===== config.mk =====
export PLATFORM = sky130hd
export DESIGN_NAME = tea_half_round
export DESIGN_NICKNAME = d
export VERILOG_FILES = /design/src/rtl/core/tea_pkg.sv /design/src/rtl/core/tea_half_round.sv
export SDC_FILE = /design/constraint.sdc
export NUM_CORES = 1
export LEC_CHECK = 0
export BUFFER_PORTS_ARGS = -buffer_cell sky130_fd_sc_hd__buf_4
export CAP_MARGIN = 40
export CELL_PAD_IN_SITES_DETAIL_PLACEMENT = 1
export CELL_PAD_IN_SITES_GLOBAL_PLACEMENT = 1
export CORE_ASPECT_RATIO = 0.6
export CORE_MARGIN = 3
export CORE_UTILIZATION = 41
export CTS_BUF_LIST = sky130_fd_sc_hd__clkbuf_4 sky130_fd_sc_hd__clkbuf_8 sky130_fd_sc_hd__clkbuf_16
export CTS_CLUSTER_SIZE = 24
export DETAILED_ROUTE_END_ITERATION = 7
export GPL_ROUTABILITY_DRIVEN = 1
export PLACE_DENSITY_LB_ADDON = 0.12
export SLEW_MARGIN = 20
export SYNTH_ARGS = -nofsm -noshare
export SYNTH_HDL_FRONTEND = slang
export SYNTH_SLANG_ARGS = --single-unit

===== constraint.sdc =====
create_clock -name i_clk -period 11.2 [get_ports i_clk]
set_input_delay 1.12 -clock i_clk [delete_from_list [all_inputs] [get_ports i_clk]]
set_output_delay 1.12 -clock i_clk [all_outputs]
set_load 0.02 [all_outputs]

===== src/rtl/core/tea_pkg.sv =====
package tea_pkg;

    localparam int unsigned TEA_ROUNDS = 32;
    localparam int unsigned TEA_HALVES = 2 * TEA_ROUNDS;
    localparam logic [31:0] TEA_DELTA = 32'h9E37_79B9;
    localparam logic [31:0] TEA_DEC_START = 32'hC6EF_3720;

    typedef enum logic {
        CMD_ENCRYPT = 1'b0,
        CMD_DECRYPT = 1'b1
    } t_cmd;

    typedef enum logic [1:0] {
        REG_KEY0 = 2'd0,
        REG_KEY1 = 2'd1,
        REG_KEY2 = 2'd2,
        REG_KEY3 = 2'd3
    } t_reg_idx;

    typedef struct packed {
        logic [31:0] k0;
        logic [31:0] k1;
        logic [31:0] k2;
        logic [31:0] k3;
    } t_key;

    typedef struct packed {
        logic        valid;
        t_cmd        cmd;
        logic [31:0] a;
        logic [31:0] b;
    } t_blk;

    function automatic logic [31:0] tea_round_const(input int unsigned k);
        logic [63:0] prod;
        prod = 64'(TEA_DELTA) * 64'(k);
        return prod[31:0];
    endfunction

endpackage


===== src/rtl/core/tea_half_round.sv =====
module tea_half_round
    import tea_pkg::*;
(
    input  logic        i_clk,
    input  logic        i_rst_n,
    input  t_key        i_key,
    input  logic [31:0] i_rc_enc,
    input  logic [31:0] i_rc_dec,
    input  logic        i_second,
    input  t_blk        i_blk,
    output t_blk        o_blk
);

    t_blk        r_blk;
    t_blk        n_blk;
    logic        w_dec;
    logic        w_to_b;
    logic [31:0] w_src;
    logic [31:0] w_rc;
    logic [31:0] w_ka;
    logic [31:0] w_kb;
    logic [31:0] w_mix;
    logic [31:0] w_dst;
    logic [31:0] w_res;

    // Encryption updates a then b; decryption updates b then a with subtraction.
    assign w_dec  = (i_blk.cmd == CMD_DECRYPT);
    assign w_to_b = w_dec ^ i_second;
    assign w_src  = w_to_b ? i_blk.a : i_blk.b;
    assign w_dst  = w_to_b ? i_blk.b : i_blk.a;
    assign w_ka   = w_to_b ? i_key.k2 : i_key.k0;
    assign w_kb   = w_to_b ? i_key.k3 : i_key.k1;
    assign w_rc   = w_dec ? i_rc_dec : i_rc_enc;
    assign w_mix  = ({w_src[27:0], 4'b0000} + w_ka) ^ (w_src + w_rc)
                  ^ ({5'b00000, w_src[31:5]} + w_kb);
    assign w_res  = w_dec ? (w_dst - w_mix) : (w_dst + w_mix);

    always_comb begin
        n_blk = i_blk;
        if (w_to_b) begin
            n_blk.b = w_res;
        end else begin
            n_blk.a = w_res;
        end
    end

    always_ff @(posedge i_clk) begin
        if (!i_rst_n) begin
            r_blk.valid <= 1'b0;
        end else begin
            r_blk.valid <= i_blk.valid;
        end
        r_blk.cmd <= n_blk.cmd;
        r_blk.a   <= n_blk.a;
        r_blk.b   <= n_blk.b;
    end

    assign o_blk = r_blk;

`ifndef SYNTHESIS
    a_valid_moves: assert property (@(posedge i_clk) disable iff (!i_rst_n)
        i_blk.valid |=> o_blk.valid)
        else $error("request lost in a cipher stage");
    a_no_invent: assert property (@(posedge i_clk) disable iff (!i_rst_n)
        !i_blk.valid |=> !o_blk.valid)
        else $error("request invented in a cipher stage");
    a_cmd_kept: assert property (@(posedge i_clk) disable iff (!i_rst_n)
        i_blk.valid |=> (o_blk.cmd == $past(i_blk.cmd)))
        else $error("command changed inside the pipeline");
    a_other_word_kept: assert property (@(posedge i_clk) disable iff (!i_rst_n)
        i_blk.valid |=> ($past(w_to_b) ? (o_blk.a == $past(i_blk.a))
                                        : (o_blk.b == $past(i_blk.b))))
        else $error("half-round touched the word it must pass through");
`endif

endmodule


==> flow_summary_export.csv <==
group,metric,value,unit
outcome,status,"finished, final reports clean",
finish,instances_no_fill,2261,
yosys,synth_seq_cells,66,
timing,tightest_slew,0.796,ns
yosys,synth_top_area_cell,"nand2_1",
routing,antenna_left,0,
grt,met2_usage,0.450,
timing,fin_tns_setup,0,ns
setup_path,crit_path_max_incr_delay,0.70,ns
timing,fin_crit_sh,0.785,
setup_path,crit_slowest_cell,"buf_4",
timing,setup_viol,0,
pwr,power.leakage,6.90,nW
floorplan,die_h,134,um
grt,grt_most_used_layer,"met1",
timing,rsz0062_at_grt,"false",
setup_path,critPathRequiredTime,11.44,ns
setup_path,worstPathArrival,9.04,ns
grt,met1_usage,0.542,
clock_network,cts_hold_buf,0,
yosys,synth_most_common_cell,"nand2_1",
clock_network,cts_buffer_depth,2,
clock_network,cts_buffers,9,
floorplan,die_x,219,um
yosys,synth_flop_cell,"dfxtp_1",
routing,drt_iter0_markers,1301,
floorplan,core_area,26600,um2
timing,hold_viol,0,
yosys,async_reset_ff_frac,0,
grt,grt_pass1_vias,12780,
floorplan,io-pin-count,327,
grt,grt_overflow,0,
setup_path,critPathKind,"input port to register",
clock_network,cts.sinks,66,
finish,antenna-diode-count,0,
setup_path,critPathMostFrequentCell,"xnor2_1",
place,portBuffers,326,
grt,gr-usage-all-layers,0.333,
clock_network,clock-root-buffer,"clkbuf_16",
yosys,synthCells,1610,
yosys,syn_area,11200,um2
finish,nets,2277,
routing,totalWireLength,51100,um
clock_network,cts_tree,"built",
routing,wl_per_cell,22.6,um
setup_path,start_kind,"input port",
floorplan,dieArea,29400,um2
yosys,synth_enable_flop_cells,0,
yosys,synth_commonest_cells,"nand2_1 (418), xnor2_1 (169), a21oi_1 (119)",
finish,largest_reg_flops,66,
clock_network,htreeDepth,3,
min_path,min_path_type,"input port to register",
place,placed_cells,2244,
finish,area_delta_synth_final,27.2,%
timing,period_minus_slack,8.79,ns
timing,fmax,114,MHz
finish,fill_cells,3450,
pwr,vdd_drop_max,0.171,mV
yosys,synth_top_area_share,0.140,
yosys,syn_nets,1991,
routing,drc,0,
finish,drive_gt1_frac,0.221,
yosys,yosys-top-cells-area,"nand2_1 (14%), xnor2_1 (13%), ha_1 (13%)",
pwr,powerDensity,296,nW/um2
grt,grt_pass1_wl,75800,um
clock_network,cts_setup_buffers,0,
clock_network,cts_resized,0,
routing,viasPerCell,5.84,
floorplan,num_rows,46,
clock_network,clk_pin_slew,0.06,ns
grt,grt_antenna_before_repair,0,
run,cap_violations,0,
routing,via_count,13207,
setup_path,crit_fanout,67,
yosys,synth_cell_type_count,86,
yosys,yosysSeqAreaShare,0.118,
place,dp_hpwl,43500,um
yosys,synth_warnings,0,
place,place_congestion,0.997,
grt,grt_max_degree,85,
setup_path,end_kind,"register",
routing,dr.pass1.iters,6,
floorplan,start_util,0.421,
grt,use_met3,0.0706,
yosys,syn-mean-instance-area,6.96,um2
timing,max_slew_margin,0.454,
timing,drv_slew,0,
## power breakdown
| group | leakage [nW] | internal, mW | switching, mW | total [mW] |
|---|---|---|---|---|
| Sequential | 0.556 | 0.374 | 0.0389 | 0.413 |
| Combinational | 6.19 | 1.36 | 2.15 | 3.51 |
| Clock | 0.159 | 0.203 | 0.103 | 0.306 |
| Total | 6.90 | 1.94 | 2.29 | 4.23 |
## critical path, delay by kind of cell
family	cells	cell delay, ns
adders and majority gates	2	0.81
buffers and inverters	2	1.00
AOI/OAI and AO/OA	10	2.58
xor gates and xnor gates	5	1.39
and+or+nand+nor	12	2.09
## through the flow
stage                     hold WS, ns  power, mW  area, um2  utilization  setup slack [ns]
final                           0.997       4.23      14300        0.535              2.41
after detailed placement         1.33       3.80      13900        0.522              2.24
after CTS                       0.992       4.14      14200        0.535              2.56
after global routing             1.01       4.51      14300        0.535              1.70
after floorplan                  1.15       2.75      11200            -              3.49
after global placement           1.33       3.71      13900        0.522              2.39
## final timing paths
kind,from,depth (start not counted),slack [ns],end
worst max-delay path,i_blk[64],31,2.41,o_blk[63]
worst min-delay path,i_blk[65],2,1.0,o_blk[65]
## cells in the final DEF, fill, tap and decap left out, drive strengths merged, types with 6 or more instances in the layout
master	count
and2	14
o31ai	12
nand4	12
a21oi	120
nor3b	6
o21ai	114
a31oi	19
nor4	9
mux2	30
or3	9
nor2	87
a211oi	7
o22ai	6
and3	13
o21a	12
a21o	36
buf	333
mux2i	17
nand3	27
nor3	13
nand2b	15
nor2b	19
ha	118
inv	33
o21bai	10
or2	12
xor2	52
xnor2	170
nand2	418
dfxtp	66
o211ai	9
clkbuf	11
## area by class of cell
cell class | count | area, um2 | share of cell area
flip-flops and latches | 66 | 1320 | 0.0926
repair buffers | 333 | 2510 | 0.176
inverters | 33 | 124 | 0.00868
clock inverters | 5 | 77.6 | 0.00544
multi-input cells | 1453 | 9530 | 0.668
well taps | 360 | 450 | 0.0316
clock buffers | 11 | 246 | 0.0173
## kinds of logic after synthesis
group	share of synthesized area
xor+xnor	0.180
compound gates	0.223
flops	0.118
mux	0.0513
fa+ha+maj	0.138
buf+inv	0.0329
simple gates	0.257
## per-layer routing
layer | routed length [um] | share of wire | up-vias
met5 | 0 | 0 | -
met4 | 248 | 0.0049 | 0
met3 | 5430 | 0.11 | 21
met2 | 19500 | 0.38 | 603
met1 | 25800 | 0.51 | 6397
li1 | - | - | 6186
No activity file was read; power rests on OpenSTA's default activity.
