[src/rtl/core/tea_pkg.sv]
package tea_pkg;

    localparam int unsigned TEA_ROUNDS = 32;
    localparam int unsigned TEA_HALVES = 2 * TEA_ROUNDS;
    localparam logic [31:0] TEA_DELTA = 32'h9E37_79B9;
    localparam logic [31:0] TEA_DEC_START = 32'hC6EF_3720;

    typedef enum logic {
        CMD_ENCRYPT = 1'b0,
        CMD_DECRYPT = 1'b1
    } t_cmd;

    typedef enum logic [1:0] {
        REG_KEY0 = 2'd0,
        REG_KEY1 = 2'd1,
        REG_KEY2 = 2'd2,
        REG_KEY3 = 2'd3
    } t_reg_idx;

    typedef struct packed {
        logic [31:0] k0;
        logic [31:0] k1;
        logic [31:0] k2;
        logic [31:0] k3;
    } t_key;

    typedef struct packed {
        logic        valid;
        t_cmd        cmd;
        logic [31:0] a;
        logic [31:0] b;
    } t_blk;

    function automatic logic [31:0] tea_round_const(input int unsigned k);
        logic [63:0] prod;
        prod = 64'(TEA_DELTA) * 64'(k);
        return prod[31:0];
    endfunction

endpackage

[src/rtl/core/tea_cfg_regs.sv]
module tea_cfg_regs
    import tea_pkg::*;
(
    input  logic        i_clk,
    input  logic        i_rst_n,
    input  logic        psel,
    input  logic        penable,
    input  logic        pwrite,
    input  logic [3:0]  paddr,
    input  logic [31:0] pwdata,
    output logic [31:0] prdata,
    output logic        pready,
    output t_key        o_key
);

    t_key     r_key;
    t_key     n_key;
    logic     w_wr;
    t_reg_idx w_idx;

    assign pready = 1'b1;
    assign w_wr   = psel && penable && pwrite;
    assign w_idx  = t_reg_idx'(paddr[3:2]);
    assign o_key  = r_key;

    always_comb begin
        n_key = r_key;
        if (w_wr) begin
            case (w_idx)
                REG_KEY0: n_key.k0 = pwdata;
                REG_KEY1: n_key.k1 = pwdata;
                REG_KEY2: n_key.k2 = pwdata;
                REG_KEY3: n_key.k3 = pwdata;
                default:  n_key = r_key;
            endcase
        end
    end

    always_comb begin
        case (w_idx)
            REG_KEY0: prdata = r_key.k0;
            REG_KEY1: prdata = r_key.k1;
            REG_KEY2: prdata = r_key.k2;
            REG_KEY3: prdata = r_key.k3;
            default:  prdata = '0;
        endcase
    end

    always_ff @(posedge i_clk) begin
        if (!i_rst_n) begin
            r_key <= '0;
        end else begin
            r_key <= n_key;
        end
    end

`ifndef SYNTHESIS
    a_write_readback: assert property (@(posedge i_clk) disable iff (!i_rst_n)
        (w_wr && pready) |=> ((paddr != $past(paddr)) || (prdata == $past(pwdata))))
        else $error("key register does not read back the written value");
`endif

endmodule

[config.mk]
export PLATFORM = sky130hd
export DESIGN_NAME = tea_cfg_regs
export DESIGN_NICKNAME = d
export VERILOG_FILES = /design/src/rtl/core/tea_pkg.sv /design/src/rtl/core/tea_cfg_regs.sv
export SDC_FILE = /design/constraint.sdc
export NUM_CORES = 1
export LEC_CHECK = 0
export BUFFER_PORTS_ARGS = -buffer_cell sky130_fd_sc_hd__buf_2
export CAP_MARGIN = 20
export CORE_AREA = 2 2 139 107
export CTS_BUF_LIST = sky130_fd_sc_hd__clkbuf_8
export DETAILED_ROUTE_END_ITERATION = 8
export DIE_AREA = 0 0 141 109
export PLACE_DENSITY = 0.66
export SKIP_LAST_GASP = 1
export SLEW_MARGIN = 10
export SYNTH_ARGS = -nofsm -noshare
export SYNTH_HDL_FRONTEND = slang
export SYNTH_SLANG_ARGS = --single-unit
[constraint.sdc]
create_clock -name i_clk -period 1.6 [get_ports i_clk]
set_clock_uncertainty 0.05 [all_clocks]
set_input_delay 0.24 -clock i_clk [delete_from_list [all_inputs] [get_ports i_clk]]
set_output_delay 0.24 -clock i_clk [all_outputs]
set_load 0.05 [all_outputs]
==> run_results.csv, run 1 <==
group,metric,value,unit
status,status,"finished with violations",
status,violations,"negative setup slack",
place,dp_hpwl,10.4,mm
floorplan,fp.coreArea,14100,sq um
yosys,synthesis.nets,538,
final_layout,diodes,0,
detailed_routing,drt_iter0_drc,162,
clock_tree,cts_root_buf,"clkbuf_8",
timing,slew_violations,0,
clock_tree,clockBufferDepth,2,
detailed_routing,firstDrtPassIters,4,
global_routing,grt_pass1_wl,24.4,mm
yosys,postSynthCellCount,497,
detailed_routing,m1WireLength,6.79,mm
power_and_ir_drop,power.sequential.fraction,49.2,%
setup_path,crit_required,1310,ps
power_and_ir_drop,internal_power,4.78,mW
global_routing,antenna_found_initial,0,
timing,setup-violations-final,32,
floorplan,chipWidth,141,um
yosys,ys_seq_area_share,46.8,%
detailed_routing,dr.max_layer_used,"met4",
yosys,synthXorXnorAreaFrac,0,%
place,dp_cells,859,
place,dpl_cell_area,6760,sq um
yosys,yosysTopAreaCell,"dfxtp_1",
clock_tree,cts_htree_levels,4,
power_and_ir_drop,power.switching,1.85,mW
detailed_routing,drt.antenna.violating_nets,0,
yosys,yosys.cell_types.count,16,
global_routing,grt_pass1_vias,4785,
global_routing,overflow,0,
clock_tree,clkTransAtPathRegs,80,ps
timing,finalSetupTns,-2870,ps
clock_tree,clock_latency,420,ps
timing,fmax,583,MHz
floorplan,die_area,15400,sq um
run,drv_cap,0,
final_layout,stdcell_area,8000,sq um
yosys,synth_compound_area_share,0,%
setup_path,startpoint_type,"register",
yosys,synth.avg_cell_area,11.0,sq um
global_routing,grt_max_degree,58,
yosys,synth-simple-area-share,11.7,%
final_layout,area_growth_syn_to_layout,46.2,%
detailed_routing,vias,4724,
place,gp_congestion,0.765,
final_layout,mostFrequentLayoutCells,"buf_2 (165), nand2_1 (160), mux2i_1 (128)",
worst_hold_path,min_path_type,"in -> reg",
clock_tree,cts_tree,"done",
yosys,yosysWarnings,0,
timing,whs,89.9,ps
detailed_routing,wl_met3,732,um
global_routing,grtUsageTotal,20.2,%
final_layout,final_nets,800,
timing,timing.final.crit_share,107,%
place,io_buffers,198,
setup_path,end_kind,"output port",
power_and_ir_drop,switching_share,27.9,%
setup_path,path_class,"reg -> out",
power_and_ir_drop,p_total,6.63,mW
yosys,synth_fa_ha_area_share,0,%
detailed_routing,drc,0,
timing,timing.final.crit_period,1710,ps
power_and_ir_drop,p_leak,4.00,nW
final_layout,final_cell_count_no_fill,952,
timing,final_hold_viol_count,0,
floorplan,ioPinCount,202,
final_layout,layout_commonest_cell,"buf_2",
floorplan,row_count,38,
detailed_routing,wl_met2,8.10,mm
clock_tree,cts_buffers,17,
timing,rsz0062_at_grt,"yes",
clock_tree,cts_sinks,128,
yosys,yosysTopAreaCellShare,46.8,%
final_layout,fill_cells,1183,
detailed_routing,routed_via_density,4.96,
floorplan,initial_core_util,38.7,%
power_and_ir_drop,ir_worst_vdd,0.426,mV
power_and_ir_drop,pwr-share-comb,10.9,%
final_layout,largest_reg_flops,128,
yosys,synth_top_family_by_area,"multiplexers",
final_layout,final_layout_size_suffix_gt1_share,56.7,%
setup_path,crit_fanout,2,
floorplan,die_y,109,um
timing,setup_slack,-115,ps
detailed_routing,wl_per_cell,16.6,um
power_and_ir_drop,p_clk_share,39.9,%
setup_path,cp.arrival,1420,ps
yosys,muxShareOfSynthArea,36.6,%
yosys,syn_area,5470,sq um
yosys,synth_seq_cells,128,
detailed_routing,routed_wl,15.8,mm
clock_tree,cts_hold_buf,0,
yosys,synth.area.top_cells,"dfxtp_1 (47%), mux2i_1 (23%), mux4_2 (13%), nand2_1 (11%), buf_6 (1.6%)",
power_and_ir_drop,p_per_area,828,nW/um^2
-- layer usage --
| layer | track usage [%] | vias up |
|---|---|---|
| met2 | 35.7 | 154 |
| li1 | - | 2242 |
| met3 | 4.66 | 16 |
| met5 | 0 | - |
| met1 | 24.8 | 2312 |
| met4 | 6.36 | 0 |
-- through the flow --
stage               util, %  setup WS, ps
finish                 56.6          -115
global route           56.6          -175
CTS                    56.0          -149
detailed placement     47.8         -81.6
global placement       47.8         -58.6
floorplan                 -          17.8
-- logic make-up after synthesis --
kind of cell | Yosys count
other | 1
DFF | 128
buffers and inverters | 42
and+or+nand+nor | 166
muxes | 160
-- Yosys cell counts, drive strengths merged --
library cell and n:
nor3 1, conb 1, nor2 1, or2 1, dfxtp 128, inv 1
mux4 32, buf 27, or3 1, nand4 1, nand2 160, nand3 1
clkbuf 14, mux2i 128
-- critical path, cell delays in order (launching register included) --
cell,delay [ps]
dfxtp_2,320
mux4_2,510
buf_8,180
-- cell type report --
| class | count | area, sq um | share of cell area (%) |
|---|---|---|---|
| clock buffers | 18 | 248 | 3.10 |
| clock inverters | 14 | 131 | 1.64 |
| inverters | 1 | 3.75 | 0.0469 |
| multi-input cells | 327 | 2660 | 33.2 |
| flip-flops and latches | 128 | 2670 | 33.4 |
| well taps | 180 | 225 | 2.82 |
| repair buffers | 284 | 2060 | 25.8 |
-- repair_timing --
| action | 4_1_cts | 5_1_grt |
|---|---|---|
| setup buffers | 53 | 8 |
| gates resized for setup | 158 | 18 |
| endpoints found under the setup margin | 32 | 32 |
| pin swaps | 0 | 0 |
-- path summary, 6_finish.rpt --
kind	startpoint	end	slack, ps	cells after the start
setup / recovery	o_key[29]$_SDFFE_PN0P_	prdata[29]	-110	2
hold / removal	pwdata[15]	o_key[79]$_SDFFE_PN0P_	90	3
setup reg to reg	o_key[6]$_SDFFE_PN0P_	o_key[6]$_SDFFE_PN0P_	740	4
hold reg to reg	o_key[48]$_SDFFE_PN0P_	o_key[48]$_SDFFE_PN0P_	410	2
-- power groups by stage --
stage / sequential, mW / combinational [mW] / clock, mW
detailed placement: 3.33 / 0.660 / 0
global route: 3.26 / 0.762 / 2.87
global placement: 3.33 / 0.648 / 0
CTS: 3.26 / 0.719 / 2.71
finish: 3.26 / 0.722 / 2.65
floorplan: 3.47 / 0.323 / 0
No activity file was read; power rests on OpenSTA's default activity.
==> run 2, diff against run 1 <==
MAX_ROUTING_LAYER = met4   (was default)
SETUP_SLACK_MARGIN = 0.05   (was default)
clock period = 2.07 ns   (was 1.6 ns; I/O delays follow)
==> run 2 against run 1 <==
- the run now ends clean
- first-iteration DRC count grew 46%
- final area decreased by 12%
- core utilization shrank 6.7 points
- die area unchanged
- count of clock-buffer cells in the layout is 1 lower
- combinational power down 31%
- via count shrank 6.0%
- worst hold slack better by 74 ps
- flip-flop and latch count is the same
- power decreased by 22%
- cell count down 7.5%
- wire length down 6.9%
- largest cell class is now multi-input gates
- largest power group unchanged
==> run_results.csv, run 2 (synthesis results as in run 1) <==
group,metric,value,unit
status,status,"complete, no violations",
final_layout,largest_reg_flops,128,
floorplan,row_count,38,
setup_path,end_kind,"output port",
final_layout,mostFrequentLayoutCells,"buf_2 (197), nand2_1 (160), mux2i_1 (128), dfxtp_1 (128), mux4_2 (32)",
clock_tree,cts_sinks,128,
setup_path,crit_fanout,3,
setup_path,cp.arrival,1480,ps
final_layout,fill_cells,1289,
detailed_routing,routed_via_density,5.04,
timing,final_hold_viol_count,0,
clock_tree,clock_latency,420,ps
setup_path,path_class,"reg -> out",
detailed_routing,wl_per_cell,16.7,um
detailed_routing,vias,4439,
clock_tree,cts_root_buf,"clkbuf_8",
power_and_ir_drop,p_total,5.14,mW
floorplan,die_y,109,um
floorplan,chipWidth,141,um
clock_tree,cts_hold_buf,0,
clock_tree,cts_buffers,17,
global_routing,grt_pass1_vias,4428,
timing,finalSetupTns,0,ps
power_and_ir_drop,p_per_area,729,nW/um^2
floorplan,ioPinCount,202,
timing,whs,164,ps
final_layout,diodes,0,
clock_tree,cts_tree,"done",
run,drv_cap,0,
detailed_routing,firstDrtPassIters,4,
timing,timing.final.crit_share,88.9,%
setup_path,startpoint_type,"register",
clock_tree,clockBufferDepth,2,
detailed_routing,drt.antenna.violating_nets,0,
clock_tree,cts_htree_levels,4,
floorplan,die_area,15400,sq um
place,gp_congestion,0.824,
timing,fmax,543,MHz
power_and_ir_drop,p_leak,3.52,nW
setup_path,crit_required,1710,ps
clock_tree,clkTransAtPathRegs,90,ps
detailed_routing,routed_wl,14.7,mm
clock_tree,cts_setup_buffers,0,
worst_hold_path,min_path_type,"in -> reg",
global_routing,grtUsageTotal,19.8,%
global_routing,overflow,0,
place,io_buffers,198,
place,dp_hpwl,10.3,mm
global_routing,grt_max_degree,84,
floorplan,initial_core_util,38.7,%
clock_tree,postCtsResizedCells,0,
final_layout,area_growth_syn_to_layout,29.0,%
final_layout,layout_commonest_cell,"buf_2",
floorplan,fp.coreArea,14100,sq um
timing,rsz0062_at_grt,"no",
timing,setup-violations-final,0,
detailed_routing,drt_iter0_drc,236,
timing,timing.final.crit_period,1840,ps
final_layout,final_nets,730,
timing,slew_violations,0,
final_layout,final_layout_size_suffix_gt1_share,40.2,%
power_and_ir_drop,ir_worst_vdd,0.342,mV
global_routing,grt_pass1_wl,23.2,mm
global_routing,antenna_found_initial,0,
detailed_routing,drc,0,
## run 2: path summary, 6_finish.rpt
kind	start	end	slack [ps]	cells past startpoint
min reg2reg	o_key[62]$_SDFFE_PN0P_	o_key[62]$_SDFFE_PN0P_	420	2
max reg2reg	o_key[52]$_SDFFE_PN0P_	o_key[52]$_SDFFE_PN0P_	1350	2
max	o_key[64]$_SDFFE_PN0P_	prdata[0]	230	2
min	pwdata[24]	o_key[24]$_SDFFE_PN0P_	160	3
## run 2: through the flow
stage                     cells  instance area [sq um]  setup WS [ps]  util (%)
after global routing        881                   7060            176      50.0
after CTS                   881                   7060            202      50.0
after detailed placement    850                   6660            228      47.2
final                       881                   7060            230      50.0
after global placement      850                   6660            247      47.2
after floorplan             497                   5470            262         -
## run 2: routing by layer
layer | wire length, um | track usage, % | part of all wire (%) | vias up
met2 | 7260 | 32.2 | 49 | 138
met5 | 0 | - | 0 | -
met3 | 761 | 4.13 | 5.2 | 13
li1 | - | - | - | 2089
met1 | 6540 | 24.8 | 44 | 2199
met4 | 146 | 6.79 | 0.99 | 0
## run 2: power breakdown
group | total, mW | switching (mW) | internal, mW
Combinational | 0.499 | 0.342 | 0.157
Sequential | 2.52 | 0.0252 | 2.49
Clock | 2.13 | 1.04 | 1.08
Total | 5.14 | 1.41 | 3.73
## run 2: layout make-up
type,instances,area (sq um),area share (%)
clock buffers,17,234,3.32
multi-input cells,327,2660,37.7
repair buffers,214,1210,17.2
well taps,180,225,3.19
flip-flops and latches,128,2560,36.3
clock inverters,14,158,2.23
inverters,1,3.75,0.0532
## run 2: worst max-delay path: stages (launching register included)
cell and delay [ps]:
dfxtp_1 340, mux4_2 480, buf_2 230
